<file path="src/design/dwe_pkg.sv">
// ----------------------------------------------------------------------------
// Dual wheel encoder step drive package
// Shared widths, codes, reset values and word types of the step drive.
// ----------------------------------------------------------------------------
package dwe_pkg;

    localparam int DUTY_W         = 8;
    localparam int HOLES_W        = 8;
    localparam int CFG_IDX_W      = 2;
    localparam int COUNT_BITS_DEF = 8;

    localparam logic CMD_TICK  = 1'b0;
    localparam logic CMD_START = 1'b1;

    localparam logic [CFG_IDX_W-1:0] CFG_FAST_LEFT  = 2'd0;
    localparam logic [CFG_IDX_W-1:0] CFG_FAST_RIGHT = 2'd1;
    localparam logic [CFG_IDX_W-1:0] CFG_SLOW_LEFT  = 2'd2;
    localparam logic [CFG_IDX_W-1:0] CFG_SLOW_RIGHT = 2'd3;

    localparam logic [DUTY_W-1:0] FAST_LEFT_RST  = 8'd60;
    localparam logic [DUTY_W-1:0] FAST_RIGHT_RST = 8'd60;
    localparam logic [DUTY_W-1:0] SLOW_LEFT_RST  = 8'd39;
    localparam logic [DUTY_W-1:0] SLOW_RIGHT_RST = 8'd45;

    typedef struct packed {
        logic [DUTY_W-1:0] fast_left;
        logic [DUTY_W-1:0] fast_right;
        logic [DUTY_W-1:0] slow_left;
        logic [DUTY_W-1:0] slow_right;
    } t_cfg;

    typedef struct packed {
        logic               cmd;
        logic [HOLES_W-1:0] target_holes;
        logic               left_dir_in;
        logic               right_dir_in;
        logic               enc_left;
        logic               enc_right;
    } t_in_word;

    typedef struct packed {
        logic               left_forward;
        logic [DUTY_W-1:0]  left_duty;
        logic               right_forward;
        logic [DUTY_W-1:0]  right_duty;
        logic               moving;
        logic               move_done;
        logic [HOLES_W-1:0] left_holes;
        logic [HOLES_W-1:0] right_holes;
    } t_out_word;

endpackage

</file>
<file path="src/design/dwe_in_if.sv">
// ----------------------------------------------------------------------------
// Step drive input channel
// Valid/ready channel that carries one command word.
// ----------------------------------------------------------------------------
interface dwe_in_if;

    logic                         valid;
    logic                         ready;
    logic                         cmd;
    logic [dwe_pkg::HOLES_W-1:0]  target_holes;
    logic                         left_dir_in;
    logic                         right_dir_in;
    logic                         enc_left;
    logic                         enc_right;

    modport source (
        output valid, cmd, target_holes, left_dir_in, right_dir_in, enc_left, enc_right,
        input  ready
    );

    modport sink (
        input  valid, cmd, target_holes, left_dir_in, right_dir_in, enc_left, enc_right,
        output ready
    );

endinterface

</file>
<file path="src/design/dwe_out_if.sv">
// ----------------------------------------------------------------------------
// Step drive output channel
// Valid/ready channel that carries one drive result word.
// ----------------------------------------------------------------------------
interface dwe_out_if;

    logic                         valid;
    logic                         ready;
    logic                         left_forward;
    logic [dwe_pkg::DUTY_W-1:0]   left_duty;
    logic                         right_forward;
    logic [dwe_pkg::DUTY_W-1:0]   right_duty;
    logic                         moving;
    logic                         move_done;
    logic [dwe_pkg::HOLES_W-1:0]  left_holes;
    logic [dwe_pkg::HOLES_W-1:0]  right_holes;

    modport source (
        output valid, left_forward, left_duty, right_forward, right_duty,
               moving, move_done, left_holes, right_holes,
        input  ready
    );

    modport sink (
        input  valid, left_forward, left_duty, right_forward, right_duty,
               moving, move_done, left_holes, right_holes,
        output ready
    );

endinterface

</file>
<file path="src/design/dwe_cfg_regs.sv">
// ----------------------------------------------------------------------------
// Step drive configuration registers
// Holds the fast and slow duty of each wheel, written through a plain port.
// ----------------------------------------------------------------------------
module dwe_cfg_regs (
    input  logic                            i_clk,
    input  logic                            i_rst_n,
    input  logic                            i_cfg_we,
    input  logic [dwe_pkg::CFG_IDX_W-1:0]   i_cfg_idx,
    input  logic [dwe_pkg::DUTY_W-1:0]      i_cfg_data,
    output dwe_pkg::t_cfg                   o_cfg
);

    dwe_pkg::t_cfg r_cfg;

    always_ff @(posedge i_clk) begin
        if (!i_rst_n) begin
            r_cfg.fast_left  <= dwe_pkg::FAST_LEFT_RST;
            r_cfg.fast_right <= dwe_pkg::FAST_RIGHT_RST;
            r_cfg.slow_left  <= dwe_pkg::SLOW_LEFT_RST;
            r_cfg.slow_right <= dwe_pkg::SLOW_RIGHT_RST;
        end else if (i_cfg_we) begin
            unique case (i_cfg_idx)
                dwe_pkg::CFG_FAST_LEFT:  r_cfg.fast_left  <= i_cfg_data;
                dwe_pkg::CFG_FAST_RIGHT: r_cfg.fast_right <= i_cfg_data;
                dwe_pkg::CFG_SLOW_LEFT:  r_cfg.slow_left  <= i_cfg_data;
                dwe_pkg::CFG_SLOW_RIGHT: r_cfg.slow_right <= i_cfg_data;
            endcase
        end
    end

    assign o_cfg = r_cfg;

endmodule

</file>
<file path="src/design/dwe_step.sv">
// ----------------------------------------------------------------------------
// Step drive evaluation
// Computes the drive word and the next move state for one command word.
// ----------------------------------------------------------------------------
module dwe_step #(
    parameter int COUNT_BITS = dwe_pkg::COUNT_BITS_DEF
) (
    input  dwe_pkg::t_in_word        i_word,
    input  dwe_pkg::t_cfg            i_cfg,
    input  logic [COUNT_BITS-1:0]    i_goal,
    input  logic [COUNT_BITS-1:0]    i_cnt_l,
    input  logic [COUNT_BITS-1:0]    i_cnt_r,
    input  logic                     i_seen_l,
    input  logic                     i_seen_r,
    input  logic                     i_last_l,
    input  logic                     i_last_r,
    input  logic                     i_dir_l,
    input  logic                     i_dir_r,
    input  logic                     i_active,
    output logic [COUNT_BITS-1:0]    o_goal,
    output logic [COUNT_BITS-1:0]    o_cnt_l,
    output logic [COUNT_BITS-1:0]    o_cnt_r,
    output logic                     o_seen_l,
    output logic                     o_seen_r,
    output logic                     o_last_l,
    output logic                     o_last_r,
    output logic                     o_dir_l,
    output logic                     o_dir_r,
    output logic                     o_active,
    output dwe_pkg::t_out_word       o_res
);

    localparam int WIDE_W = COUNT_BITS + dwe_pkg::HOLES_W;

    logic                        is_start;
    logic                        load;
    logic                        sample;
    logic [WIDE_W-1:0]           target_wide;
    logic [WIDE_W-1:0]           max_wide;
    logic [COUNT_BITS-1:0]       goal_sat;
    logic [COUNT_BITS-1:0]       goal;
    logic [COUNT_BITS-1:0]       cnt_l;
    logic [COUNT_BITS-1:0]       cnt_r;
    logic [COUNT_BITS-1:0]       cnt_l_nx;
    logic [COUNT_BITS-1:0]       cnt_r_nx;
    logic                        seen_l;
    logic                        seen_r;
    logic                        dir_l;
    logic                        dir_r;
    logic                        drv;
    logic                        below_l;
    logic                        below_r;
    logic                        inc_l;
    logic                        inc_r;
    logic                        reached;
    logic [dwe_pkg::DUTY_W-1:0]  duty_l;
    logic [dwe_pkg::DUTY_W-1:0]  duty_r;

    always_comb begin
        is_start    = (i_word.cmd == dwe_pkg::CMD_START);
        load        = is_start && !i_active;
        sample      = !is_start && i_active;

        target_wide = WIDE_W'(i_word.target_holes);
        max_wide    = WIDE_W'({COUNT_BITS{1'b1}});
        goal_sat    = (target_wide > max_wide) ? COUNT_BITS'(max_wide)
                                               : COUNT_BITS'(target_wide);

        goal   = load ? goal_sat : i_goal;
        cnt_l  = load ? '0 : i_cnt_l;
        cnt_r  = load ? '0 : i_cnt_r;
        seen_l = load ? 1'b0 : i_seen_l;
        seen_r = load ? 1'b0 : i_seen_r;
        dir_l  = load ? i_word.left_dir_in : i_dir_l;
        dir_r  = load ? i_word.right_dir_in : i_dir_r;
        drv    = load ? (goal_sat != '0) : i_active;

        below_l = cnt_l < goal;
        below_r = cnt_r < goal;
        inc_l   = below_l && sample && i_word.enc_left && !i_last_l;
        inc_r   = below_r && sample && i_word.enc_right && !i_last_r;
        cnt_l_nx = cnt_l + COUNT_BITS'(inc_l);
        cnt_r_nx = cnt_r + COUNT_BITS'(inc_r);

        duty_l = below_l ? (seen_l ? i_cfg.slow_left : i_cfg.fast_left) : '0;
        duty_r = below_r ? (seen_r ? i_cfg.slow_right : i_cfg.fast_right) : '0;
        if (cnt_r_nx < cnt_l_nx) begin
            duty_r = i_cfg.fast_right;
        end else if (cnt_r_nx > cnt_l_nx) begin
            duty_l = i_cfg.fast_left;
        end

        reached = (cnt_l_nx >= goal) && (cnt_r_nx >= goal);

        o_goal   = goal;
        o_cnt_l  = cnt_l_nx;
        o_cnt_r  = cnt_r_nx;
        o_seen_l = seen_l || inc_l;
        o_seen_r = seen_r || inc_r;
        o_last_l = sample ? i_word.enc_left : i_last_l;
        o_last_r = sample ? i_word.enc_right : i_last_r;
        o_dir_l  = dir_l;
        o_dir_r  = dir_r;
        o_active = sample ? !reached : drv;

        o_res.left_forward  = drv ? dir_l : 1'b1;
        o_res.left_duty     = drv ? duty_l : '0;
        o_res.right_forward = drv ? dir_r : 1'b1;
        o_res.right_duty    = drv ? duty_r : '0;
        o_res.moving        = o_active;
        o_res.move_done     = (load && (goal_sat == '0)) || (sample && reached);
        o_res.left_holes    = dwe_pkg::HOLES_W'(cnt_l_nx);
        o_res.right_holes   = dwe_pkg::HOLES_W'(cnt_r_nx);
    end

endmodule

</file>
<file path="src/design/dual_wheel_encoder_step_drive.sv">
// ----------------------------------------------------------------------------
// Dual wheel encoder step drive
// Counts encoder holes on two wheels and sets their duty and direction.
// ----------------------------------------------------------------------------
// Each accepted word is held in an input register, evaluated, and its result is
// registered in the output register: one word per cycle while the output is taken.
// The input register lets a new word enter while a result waits to be taken, if it is empty.
// Reset clears the move state, the valid flags and loads the default duties.
module dual_wheel_encoder_step_drive #(
    parameter int COUNT_BITS = dwe_pkg::COUNT_BITS_DEF
) (
    input  logic                            i_clk,
    input  logic                            i_rst_n,
    input  logic                            i_cfg_we,
    input  logic [dwe_pkg::CFG_IDX_W-1:0]   i_cfg_idx,
    input  logic [dwe_pkg::DUTY_W-1:0]      i_cfg_data,
    dwe_in_if.sink                          i_in,
    dwe_out_if.source                       o_out
);

    dwe_pkg::t_cfg          cfg;
    dwe_pkg::t_in_word      in_word;
    dwe_pkg::t_in_word      r_in_word;
    dwe_pkg::t_out_word     r_out_word;
    dwe_pkg::t_out_word     n_out_word;
    logic                   r_in_valid;
    logic                   r_out_valid;
    logic                   advance;
    logic                   fire;
    logic                   in_ready;

    logic [COUNT_BITS-1:0]  r_goal;
    logic [COUNT_BITS-1:0]  r_cnt_l;
    logic [COUNT_BITS-1:0]  r_cnt_r;
    logic                   r_seen_l;
    logic                   r_seen_r;
    logic                   r_last_l;
    logic                   r_last_r;
    logic                   r_dir_l;
    logic                   r_dir_r;
    logic                   r_active;
    logic [COUNT_BITS-1:0]  n_goal;
    logic [COUNT_BITS-1:0]  n_cnt_l;
    logic [COUNT_BITS-1:0]  n_cnt_r;
    logic                   n_seen_l;
    logic                   n_seen_r;
    logic                   n_last_l;
    logic                   n_last_r;
    logic                   n_dir_l;
    logic                   n_dir_r;
    logic                   n_active;

    dwe_cfg_regs u_cfg (
        .i_clk      (i_clk),
        .i_rst_n    (i_rst_n),
        .i_cfg_we   (i_cfg_we),
        .i_cfg_idx  (i_cfg_idx),
        .i_cfg_data (i_cfg_data),
        .o_cfg      (cfg)
    );

    assign in_word.cmd          = i_in.cmd;
    assign in_word.target_holes = i_in.target_holes;
    assign in_word.left_dir_in  = i_in.left_dir_in;
    assign in_word.right_dir_in = i_in.right_dir_in;
    assign in_word.enc_left     = i_in.enc_left;
    assign in_word.enc_right    = i_in.enc_right;

    assign advance    = !r_out_valid || o_out.ready;
    assign fire       = r_in_valid && advance;
    assign in_ready   = !r_in_valid || advance;
    assign i_in.ready = in_ready;

    dwe_step #(
        .COUNT_BITS (COUNT_BITS)
    ) u_step (
        .i_word   (r_in_word),
        .i_cfg    (cfg),
        .i_goal   (r_goal),
        .i_cnt_l  (r_cnt_l),
        .i_cnt_r  (r_cnt_r),
        .i_seen_l (r_seen_l),
        .i_seen_r (r_seen_r),
        .i_last_l (r_last_l),
        .i_last_r (r_last_r),
        .i_dir_l  (r_dir_l),
        .i_dir_r  (r_dir_r),
        .i_active (r_active),
        .o_goal   (n_goal),
        .o_cnt_l  (n_cnt_l),
        .o_cnt_r  (n_cnt_r),
        .o_seen_l (n_seen_l),
        .o_seen_r (n_seen_r),
        .o_last_l (n_last_l),
        .o_last_r (n_last_r),
        .o_dir_l  (n_dir_l),
        .o_dir_r  (n_dir_r),
        .o_active (n_active),
        .o_res    (n_out_word)
    );

    always_ff @(posedge i_clk) begin
        if (!i_rst_n) begin
            r_in_valid  <= 1'b0;
            r_out_valid <= 1'b0;
        end else begin
            if (in_ready) begin
                r_in_valid <= i_in.valid;
            end
            if (advance) begin
                r_out_valid <= r_in_valid;
            end
        end
    end

    always_ff @(posedge i_clk) begin
        if (i_in.valid && in_ready) begin
            r_in_word <= in_word;
        end
        if (fire) begin
            r_out_word <= n_out_word;
        end
    end

    always_ff @(posedge i_clk) begin
        if (!i_rst_n) begin
            r_goal   <= '0;
            r_cnt_l  <= '0;
            r_cnt_r  <= '0;
            r_seen_l <= 1'b0;
            r_seen_r <= 1'b0;
            r_last_l <= 1'b0;
            r_last_r <= 1'b0;
            r_dir_l  <= 1'b1;
            r_dir_r  <= 1'b1;
            r_active <= 1'b0;
        end else if (fire) begin
            r_goal   <= n_goal;
            r_cnt_l  <= n_cnt_l;
            r_cnt_r  <= n_cnt_r;
            r_seen_l <= n_seen_l;
            r_seen_r <= n_seen_r;
            r_last_l <= n_last_l;
            r_last_r <= n_last_r;
            r_dir_l  <= n_dir_l;
            r_dir_r  <= n_dir_r;
            r_active <= n_active;
        end
    end

    assign o_out.valid         = r_out_valid;
    assign o_out.left_forward  = r_out_word.left_forward;
    assign o_out.left_duty     = r_out_word.left_duty;
    assign o_out.right_forward = r_out_word.right_forward;
    assign o_out.right_duty    = r_out_word.right_duty;
    assign o_out.moving        = r_out_word.moving;
    assign o_out.move_done     = r_out_word.move_done;
    assign o_out.left_holes    = r_out_word.left_holes;
    assign o_out.right_holes   = r_out_word.right_holes;

    a_count_within_goal: assert property (@(posedge i_clk) disable iff (!i_rst_n)
        (r_cnt_l <= r_goal) && (r_cnt_r <= r_goal))
        else $error("A wheel count has passed the move goal.");

    a_done_ends_move: assert property (@(posedge i_clk) disable iff (!i_rst_n)
        (fire && n_out_word.move_done) |=> !r_active)
        else $error("The move is still active after its done word.");

    a_idle_word_stopped: assert property (@(posedge i_clk) disable iff (!i_rst_n)
        (r_out_valid && !r_out_word.moving && !r_out_word.move_done)
            |-> (r_out_word.left_duty == '0) && (r_out_word.right_duty == '0)
                && r_out_word.left_forward && r_out_word.right_forward)
        else $error("An idle word drives a wheel.");

endmodule
</file>
<file path="src/flat_wrapper.sv">
// flat-port wrapper written by rule: the top's interface ports become plain ports
module dual_wheel_encoder_step_drive_flat 
#(
    parameter int COUNT_BITS = dwe_pkg::COUNT_BITS_DEF
)
  (i_clk, i_rst_n, i_cfg_we, i_cfg_idx, i_cfg_data, i_in_valid, i_in_cmd, i_in_target_holes, i_in_left_dir_in, i_in_right_dir_in, i_in_enc_left, i_in_enc_right, i_in_ready, o_out_valid, o_out_left_forward, o_out_left_duty, o_out_right_forward, o_out_right_duty, o_out_moving, o_out_move_done, o_out_left_holes, o_out_right_holes, o_out_ready);
  dwe_in_if i_in_i ();
  dwe_out_if o_out_i ();
  input  logic i_clk;
  input  logic i_rst_n;
  input  logic i_cfg_we;
  input  logic [dwe_pkg::CFG_IDX_W-1:0] i_cfg_idx;
  input  logic [dwe_pkg::DUTY_W-1:0] i_cfg_data;
  input wire logic [$bits(i_in_i.valid)-1:0] i_in_valid;
  input wire logic [$bits(i_in_i.cmd)-1:0] i_in_cmd;
  input wire logic [$bits(i_in_i.target_holes)-1:0] i_in_target_holes;
  input wire logic [$bits(i_in_i.left_dir_in)-1:0] i_in_left_dir_in;
  input wire logic [$bits(i_in_i.right_dir_in)-1:0] i_in_right_dir_in;
  input wire logic [$bits(i_in_i.enc_left)-1:0] i_in_enc_left;
  input wire logic [$bits(i_in_i.enc_right)-1:0] i_in_enc_right;
  output wire logic [$bits(i_in_i.ready)-1:0] i_in_ready;
  output wire logic [$bits(o_out_i.valid)-1:0] o_out_valid;
  output wire logic [$bits(o_out_i.left_forward)-1:0] o_out_left_forward;
  output wire logic [$bits(o_out_i.left_duty)-1:0] o_out_left_duty;
  output wire logic [$bits(o_out_i.right_forward)-1:0] o_out_right_forward;
  output wire logic [$bits(o_out_i.right_duty)-1:0] o_out_right_duty;
  output wire logic [$bits(o_out_i.moving)-1:0] o_out_moving;
  output wire logic [$bits(o_out_i.move_done)-1:0] o_out_move_done;
  output wire logic [$bits(o_out_i.left_holes)-1:0] o_out_left_holes;
  output wire logic [$bits(o_out_i.right_holes)-1:0] o_out_right_holes;
  input wire logic [$bits(o_out_i.ready)-1:0] o_out_ready;
  assign i_in_i.valid = i_in_valid;
  assign i_in_i.cmd = i_in_cmd;
  assign i_in_i.target_holes = i_in_target_holes;
  assign i_in_i.left_dir_in = i_in_left_dir_in;
  assign i_in_i.right_dir_in = i_in_right_dir_in;
  assign i_in_i.enc_left = i_in_enc_left;
  assign i_in_i.enc_right = i_in_enc_right;
  assign i_in_ready = i_in_i.ready;
  assign o_out_valid = o_out_i.valid;
  assign o_out_left_forward = o_out_i.left_forward;
  assign o_out_left_duty = o_out_i.left_duty;
  assign o_out_right_forward = o_out_i.right_forward;
  assign o_out_right_duty = o_out_i.right_duty;
  assign o_out_moving = o_out_i.moving;
  assign o_out_move_done = o_out_i.move_done;
  assign o_out_left_holes = o_out_i.left_holes;
  assign o_out_right_holes = o_out_i.right_holes;
  assign o_out_i.ready = o_out_ready;
  dual_wheel_encoder_step_drive #(.COUNT_BITS(COUNT_BITS)) u_core (.i_clk(i_clk), .i_rst_n(i_rst_n), .i_cfg_we(i_cfg_we), .i_cfg_idx(i_cfg_idx), .i_cfg_data(i_cfg_data), .i_in(i_in_i), .o_out(o_out_i));
endmodule
</file>
<file path="config.mk">
export PLATFORM = sky130hd
export DESIGN_NAME = dual_wheel_encoder_step_drive_flat
export DESIGN_NICKNAME = d
export VERILOG_FILES = /design/src/design/dwe_pkg.sv /design/src/design/dwe_in_if.sv /design/src/design/dwe_out_if.sv /design/src/design/dwe_cfg_regs.sv /design/src/design/dwe_step.sv /design/src/design/dual_wheel_encoder_step_drive.sv /design/src/flat_wrapper.sv
export SDC_FILE = /design/constraint.sdc
export NUM_CORES = 1
export LEC_CHECK = 0
export BUFFER_PORTS_ARGS = -buffer_cell sky130_fd_sc_hd__buf_2
export CORE_MARGIN = 2
export CORE_UTILIZATION = 53
export DETAILED_ROUTE_END_ITERATION = 7
export MAX_ROUTING_LAYER = met4
export PLACE_DENSITY = 0.71
export SLEW_MARGIN = 20
export SYNTH_ARGS = -nofsm -noshare
export SYNTH_HDL_FRONTEND = slang
export SYNTH_SLANG_ARGS = --single-unit
</file>
<file path="constraint.sdc">
create_clock -name i_clk -period 8.6 [get_ports i_clk]
set_clock_uncertainty 0.1 [all_clocks]
set_input_delay 1.72 -clock i_clk [delete_from_list [all_inputs] [get_ports i_clk]]
set_output_delay 1.72 -clock i_clk [all_outputs]
set_load 0.05 [all_outputs]
</file>
==> results of run 1 <==
-- state kept, by name, summed over array words and instances (netlist names), 8 cells and up --
name                      cells
u_core.r_in_word             13
u_core.r_goal                 8
u_core.u_cfg.o_cfg           32
u_core.o_out.left_holes       8
u_core.r_cnt_l                8
u_core.o_out.right_holes      8
u_core.o_out.left_duty        8
u_core.o_out.right_duty       8
u_core.r_cnt_r                8
-- path summary, 6_finish.rpt --
check	from	to	depth (start not counted)	slack, ns
hold / removal	u_core.r_goal[6]	u_core.r_goal[6]	2	0.35
setup / recovery	u_core.r_in_word[12]	u_core.o_out.left_duty[4]	21	2.57
setup reg to reg	u_core.r_in_word[12]	u_core.o_out.left_duty[4]	21	2.57
hold reg to reg	u_core.r_goal[6]	u_core.r_goal[6]	2	0.35
-- cells in the mapped netlist, drive strengths merged (4+ instances only) --
master,instances
nor2,40
ha,37
a21oi,46
nand2,108
o22ai,4
xnor2,6
nor2b,4
dfxtp,65
o21ai,6
edfxtp,49
nand4,4
clkbuf,16
a211oi,4
and2,13
buf,6
and3,4
a22o,16
mux2i,24
o211ai,4
nor4,5
inv,21
nand3,19
xor2,5
-- per-layer routing --
layer	part of all wire (%)	vias up	GRT usage (%)
met3	6.3	14	5.053
met2	48	176	39.24
met5	0	-	-
met4	1.2	0	9.429
met1	45	2049	32.89
li1	-	2073	-
-- power by group through the flow --
stage,registers [mW],clock network [mW],logic [mW]
after floorplan,0.648,0,0.0967
final,0.606,0.731,0.176
after detailed placement,0.617,0,0.175
after global routing,0.608,0.761,0.191
after global placement,0.616,0,0.171
after CTS,0.606,0.740,0.176
-- cell type report --
cell class | count | area (sq um)
clock buffers | 22 | 484.2
clock inverters | 10 | 143.9
fillers | 768 | 3387
inverters | 22 | 82.58
multi-input cells | 387 | 2465
flip-flops and latches | 114 | 2773
well taps | 133 | 166.4
repair buffers | 70 | 362.8
-- metrics by stage --
| step | hold WS (ns) | cells | setup WS (ns) | cell area [sq um] |
|---|---|---|---|---|
| after global placement | 0.3417 | 726 | 2.675 | 5849 |
| after detailed placement | 0.3458 | 726 | 2.648 | 5849 |
| after global routing | 0.3659 | 758 | 2.102 | 6477 |
| after floorplan | 0.3357 | 545 | 3.423 | 5419 |
| after CTS | 0.3532 | 758 | 2.609 | 6477 |
| final | 0.3536 | 758 | 2.574 | 6477 |
-- cell families (layout without fill, tap and decap cells) --
group / Yosys count / count (layout) / synth area share, %
compound gates: 99 / 99 / 12.17
xor+xnor: 11 / 11 / 1.778
fa+ha+maj: 37 / 37 / 8.543
buf+inv: 44 / 124 / 3.348
flops: 114 / 114 / 51.17
mux: 24 / 24 / 4.433
simple gates: 216 / 216 / 18.56
-- worst max-delay path: stages, from the launching register on --
cell and delay (ns):
edfxtp_1 0.47, nor2b_1 0.64, mux2i_1 0.59, ha_1 0.34, nand3_1 0.11, a311o_1 0.12
a211oi_1 0.05, or4_4 0.49, nor4_2 0.21, ha_1 0.27, ha_1 0.16, nand3_1 0.16
nor2_1 0.17, xnor2_1 0.07, nor2_1 0.27, inv_1 0.13, ha_1 0.31, nand2_1 0.05
o21ai_0 0.35, o22ai_1 0.21, o22ai_2 0.39, a22o_1 0.21
==> impl_metrics.yaml, run 1 <==
run_status:
  status: "complete, no violations"
cts:
  post_cts_buffers: 0
  cts_tree: "yes"
  clkTransAtPathRegs_ns: 0.06
  clockRootBuffer: "clkbuf_8"
  cts_buffer_depth: 2
  numCtsBuffers: 17
  clock_latency_ns: 0.51
  clock_sinks: 114
  cts_hold_buf: 0
  h-tree-depth: 4
  post_cts_resized: 0
route:
  routed_wl_um: 13130
  wl_per_cell_um: 17.32
  drt_iter0_markers: 283
  first_pass_iters: 5
  viasPerCell: 5.689
  route.vias.total: 4312
  drc_errors: 0
  drtAntennaViolNets: 0
yosys:
  synthTopCellsByArea: "edfxtp_1 (27%), dfxtp_1 (24%), ha_1 (8.5%)"
  yosys_warnings: 0
  synthArstFlopShare_pct: 0
  syn_nets: 610
  synth.ff_latch_count: 114
  synth.distinct_cells: 56
  synth_top_area_share_pct: 27.15
  seq_area_frac_synth_pct: 51.17
  synth_top_cell_by_area: "edfxtp_1"
  syn_area_sq_um: 5419
  synth_edf_count: 49
  synth.avg_cell_area_sq_um: 9.943
  synthFlopType: "dfxtp_1"
  syn_inst: 545
floorplanning:
  start_util_pct: 54.93
  pin_count: 66
  fp-row-count: 36
  die_x_um: 105.1
  die_area_sq_um: 11050
  core_sq_um: 9864
  die_h_um: 105.1
power:
  power_frac_seq_pct: 40.1
  clkPwrFrac_pct: 48.3
  p_int_mw: 1.132
  combinationalPowerShare_pct: 11.6
  power_switching_mw: 0.3806
  vdd_drop_max_v: 0.0001191
  switching_share_pct: 25.16
  p_leak_nw: 2.706
  p_total_mw: 1.513
  pwr_density_cell_nw_per_um2: 233.5
critical_path:
  cp.arrival_ns: 6.31
  endpoint_kind: "flop"
  cp.required_ns: 8.88
  startpoint_type: "flop"
  cp_max_fo: 8
  path_class: "flop to flop"
timing:
  slew_headroom_pct: 50.50
  min_period_ns: 6.026
  fmaxAchievable_ghz: 0.1659
  rsz0062_at_grt: "no"
  maxSlewViolCount: 0
  setup_viol: 0
  fin_crit_sh_pct: 70.07
  hold_viol_final: 0
  setup_tns_ns: 0
  max_slew.worst_pin.slew_ns: 0.7410
finish:
  n_antenna_cell: 0
  drive_above_1_share_pct: 18.24
  final_cell_mix: "nand2_1 (108), buf_2 (65), dfxtp_1 (65)"
  nets: 677
  area_growth_pct: 19.53
  layout_commonest_cell: "nand2_1"
  utilization_pct: 65.66
job:
  cap_violations: 0
global_route:
  antenna_found_initial: 0
  grt_pass1_wl_um: 20960
  grt_pass1_vias: 4142
  track_usage_pct: 25.28
  grt_max_degree: 57
  grt-ovfl-total: 0
placement:
  port_buffers: 65
  dp_hpwl_um: 8996
  gp_congestion: 0.9430
hold_path:
  min_path_type: "flop to flop"
No activity file was read; power rests on OpenSTA's default activity.
==> inputs of run 2 (changes only) <==
- ABC_AREA: not set -> 1
- PLACE_DENSITY: 0.71 -> 0.73
- clock period: 8.6 -> 5.2 ns (I/O delays scaled with it)
==> impl_metrics.yaml, run 2 <==
timing:
  hold_ws_ns: 0.3524
  fmaxAchievable_ghz: 0.2061
  max_slew.worst_pin.slew_ns: 0.9551
  slew_headroom_pct: 35.84
  setup_tns_ns: 0
  hold_viol_final: 0
  setup_viol: 0
  fin_crit_sh_pct: 93.29
  min_period_ns: 4.851
  rsz0062_at_grt: "no"
  maxSlewViolCount: 0
global_route:
  track_usage_pct: 24.99
  antenna_found_initial: 0
  grt_pass1_wl_um: 21620
  grt_max_degree: 54
  grt-ovfl-total: 0
  grt_pass1_vias: 4523
critical_path:
  r2r_end: "u_core.o_out.left_duty[4]"
  cp.required_ns: 5.35
  startpoint_type: "flop"
  startpoint: "u_core.r_in_word[12]"
  cp.arrival_ns: 5.00
  path_class: "flop to flop"
  r2r-start: "u_core.r_in_word[12]"
  worstRegToRegCells: 23
  endpoint_kind: "flop"
  cp_max_fo: 16
  reg2reg_slack_ns: 0.35
finish:
  nets: 783
  stdcell_area_sq_um: 6673
  drive_above_1_share_pct: 17.51
  utilization_pct: 64.93
  n_antenna_cell: 0
  area_growth_pct: 19.60
  final_cell_mix: "nand2_1 (95), inv_1 (78), o21ai_0 (78)"
  largest_reg_flops: 32
  layout_commonest_cell: "nand2_1"
cts:
  clock_sinks: 114
  clock_latency_ns: 0.52
  clockRootBuffer: "clkbuf_8"
  numCtsBuffers: 17
  clkTransAtPathRegs_ns: 0.06
  cts_buffer_depth: 2
  cts_hold_buf: 0
  h-tree-depth: 4
  cts_tree: "yes"
  post_cts_buffers: 0
placement:
  placed_area_sq_um: 6090
  dp_hpwl_um: 9176
  gp_congestion: 0.9008
  port_buffers: 65
route:
  first_pass_iters: 5
  viasPerCell: 5.430
  drt_iter0_markers: 259
  route.vias.total: 4708
  drtAntennaViolNets: 0
  drc_errors: 0
  routed_wl_um: 12990
  wl_per_cell_um: 14.98
floorplanning:
  die_h_um: 106.6
  die_x_um: 106.6
  fp-row-count: 37
  start_util_pct: 54.29
  die_area_sq_um: 11360
  pin_count: 66
  core_sq_um: 10280
yosys:
  syn_nets: 705
  ys_top_cells_by_count: "nand2_1 (95), inv_1 (79), o21ai_0 (78), a21oi_1 (66), dfxtp_1 (65)"
  synth.ff_latch_count: 114
  synth_top_area_share_pct: 26.37
  yosysMostFrequentCell: "nand2_1"
  synthArstFlopShare_pct: 0
  seq_area_frac_synth_pct: 49.70
  yosys_warnings: 0
  synth.distinct_cells: 34
  syn_inst: 640
  syn_area_sq_um: 5579
  synthTopCellsByArea: "edfxtp_1 (26%), dfxtp_1 (23%), ha_1 (8.3%)"
  synthFlopType: "dfxtp_1"
  synth_top_cell_by_area: "edfxtp_1"
  synth.avg_cell_area_sq_um: 8.717
  synth_edf_count: 49
hold_path:
  whs_endpoint: "u_core.u_cfg.o_cfg[4]"
  min_path_type: "flop to flop"
  min_path_cells: 2
  worstHoldStart: "u_core.u_cfg.o_cfg[4]"
power:
  switching_share_pct: 27.59
  vdd_drop_max_v: 0.0002498
  pwr_density_cell_nw_per_um2: 385.5
  p_leak_nw: 3.128
  p_int_mw: 1.863
  power_switching_mw: 0.7098
  clkPwrFrac_pct: 43.9
  p_total_mw: 2.572
  combinationalPowerShare_pct: 16.3
  power_frac_seq_pct: 39.8
job:
  cap_violations: 0
run_status:
  status: "complete, no violations"
==> run 2: cell types whose count changed after synthesis, moves of 5 or more <==
cell / before / now
o21ai_0: 5 / 78
inv_1: 21 / 79
a21oi_1: 46 / 66
nand3_1: 19 / 39
a22o_1: 16 / 0
mux2i_1: 24 / 8
and2_1: 13 / 0
nand2_1: 108 / 95
nand2_2: 0 / 5
==> run 2: worst max path at each step <==
stage / end / slack, ns
floorplan: u_core.o_out.left_duty[6] / 0.35
CTS: u_core.o_out.left_duty[4] / 0.22
global placement: u_core.o_out.left_duty[0] / 0.46
finish: u_core.o_out.left_duty[4] / 0.35
detailed placement: u_core.o_out.left_duty[4] / 0.26
global route: u_core.o_out.left_duty[5] / 0.04
==> run 2: logic make-up after synthesis <==
logic type / after synthesis / share of synthesized area (%)
mux: 8 / 1.435
xor+xnor: 7 / 1.099
buf+inv: 101 / 7.064
simple gates: 209 / 16.75
flops: 114 / 49.70
compound gates: 164 / 15.65
fa+ha+maj: 37 / 8.298
==> run 2: area by class of cell <==
type                            count  area (sq um)
Fill cell                         831          3605
Sequential cell                   114          2773
Timing Repair Buffer               79         430.4
Clock inverter                     11         136.4
Clock buffer                       21         439.2
Multi-Input combinational cell    425          2420
Inverter                           81         304.0
Tap cell                          136         170.2
==> run 2: power by group through the flow <==
stage	logic, mW	registers (mW)	clock network, mW
after global routing	0.465	1.03	1.18
final	0.419	1.02	1.13
after global placement	0.399	1.04	0
after floorplan	0.232	1.10	0
after detailed placement	0.412	1.04	0
after CTS	0.415	1.02	1.14
==> run 2: layer usage <==
metal / global-route usage (%) / part of all wire, %
met5: - / 0
met3: 5.653 / 5.6
met1: 32.18 / 46
met4: 9.462 / 2.1
met2: 38.76 / 47
==> run 2: timing repair <==
| action | CTS | global route |
|---|---|---|
| endpoints found under the setup margin | 0 | 8 |
| hold endpoints to repair | 0 | 0 |
| resized for setup | 0 | 2 |
==> run 2: critical path: stages (launching register included) <==
cell      delay, ns
edfxtp_1       0.46
nand2_2        0.23
buf_4          0.27
mux2i_1        0.29
buf_4          0.19
ha_1           0.23
nand3_1        0.10
nand2_2        0.07
nand2_4        0.11
and3_1         0.16
ha_1           0.20
and3_1         0.23
nand3_1        0.12
nor2_1         0.11
nand2_1        0.07
xor2_1         0.17
ha_1           0.32
nand2_1        0.08
nor2_1         0.20
nand2_1        0.08
o211ai_1       0.22
o21ai_2        0.26
o21ai_0        0.25
a21oi_1        0.07
==> run 2: per-stage QoR <==
step / setup slack, ns / instances
after detailed placement: 0.2555 / 835
after global routing: 0.03806 / 867
after global placement: 0.4572 / 835
final: 0.3491 / 867
after CTS: 0.2184 / 867
after floorplan: 0.3505 / 640
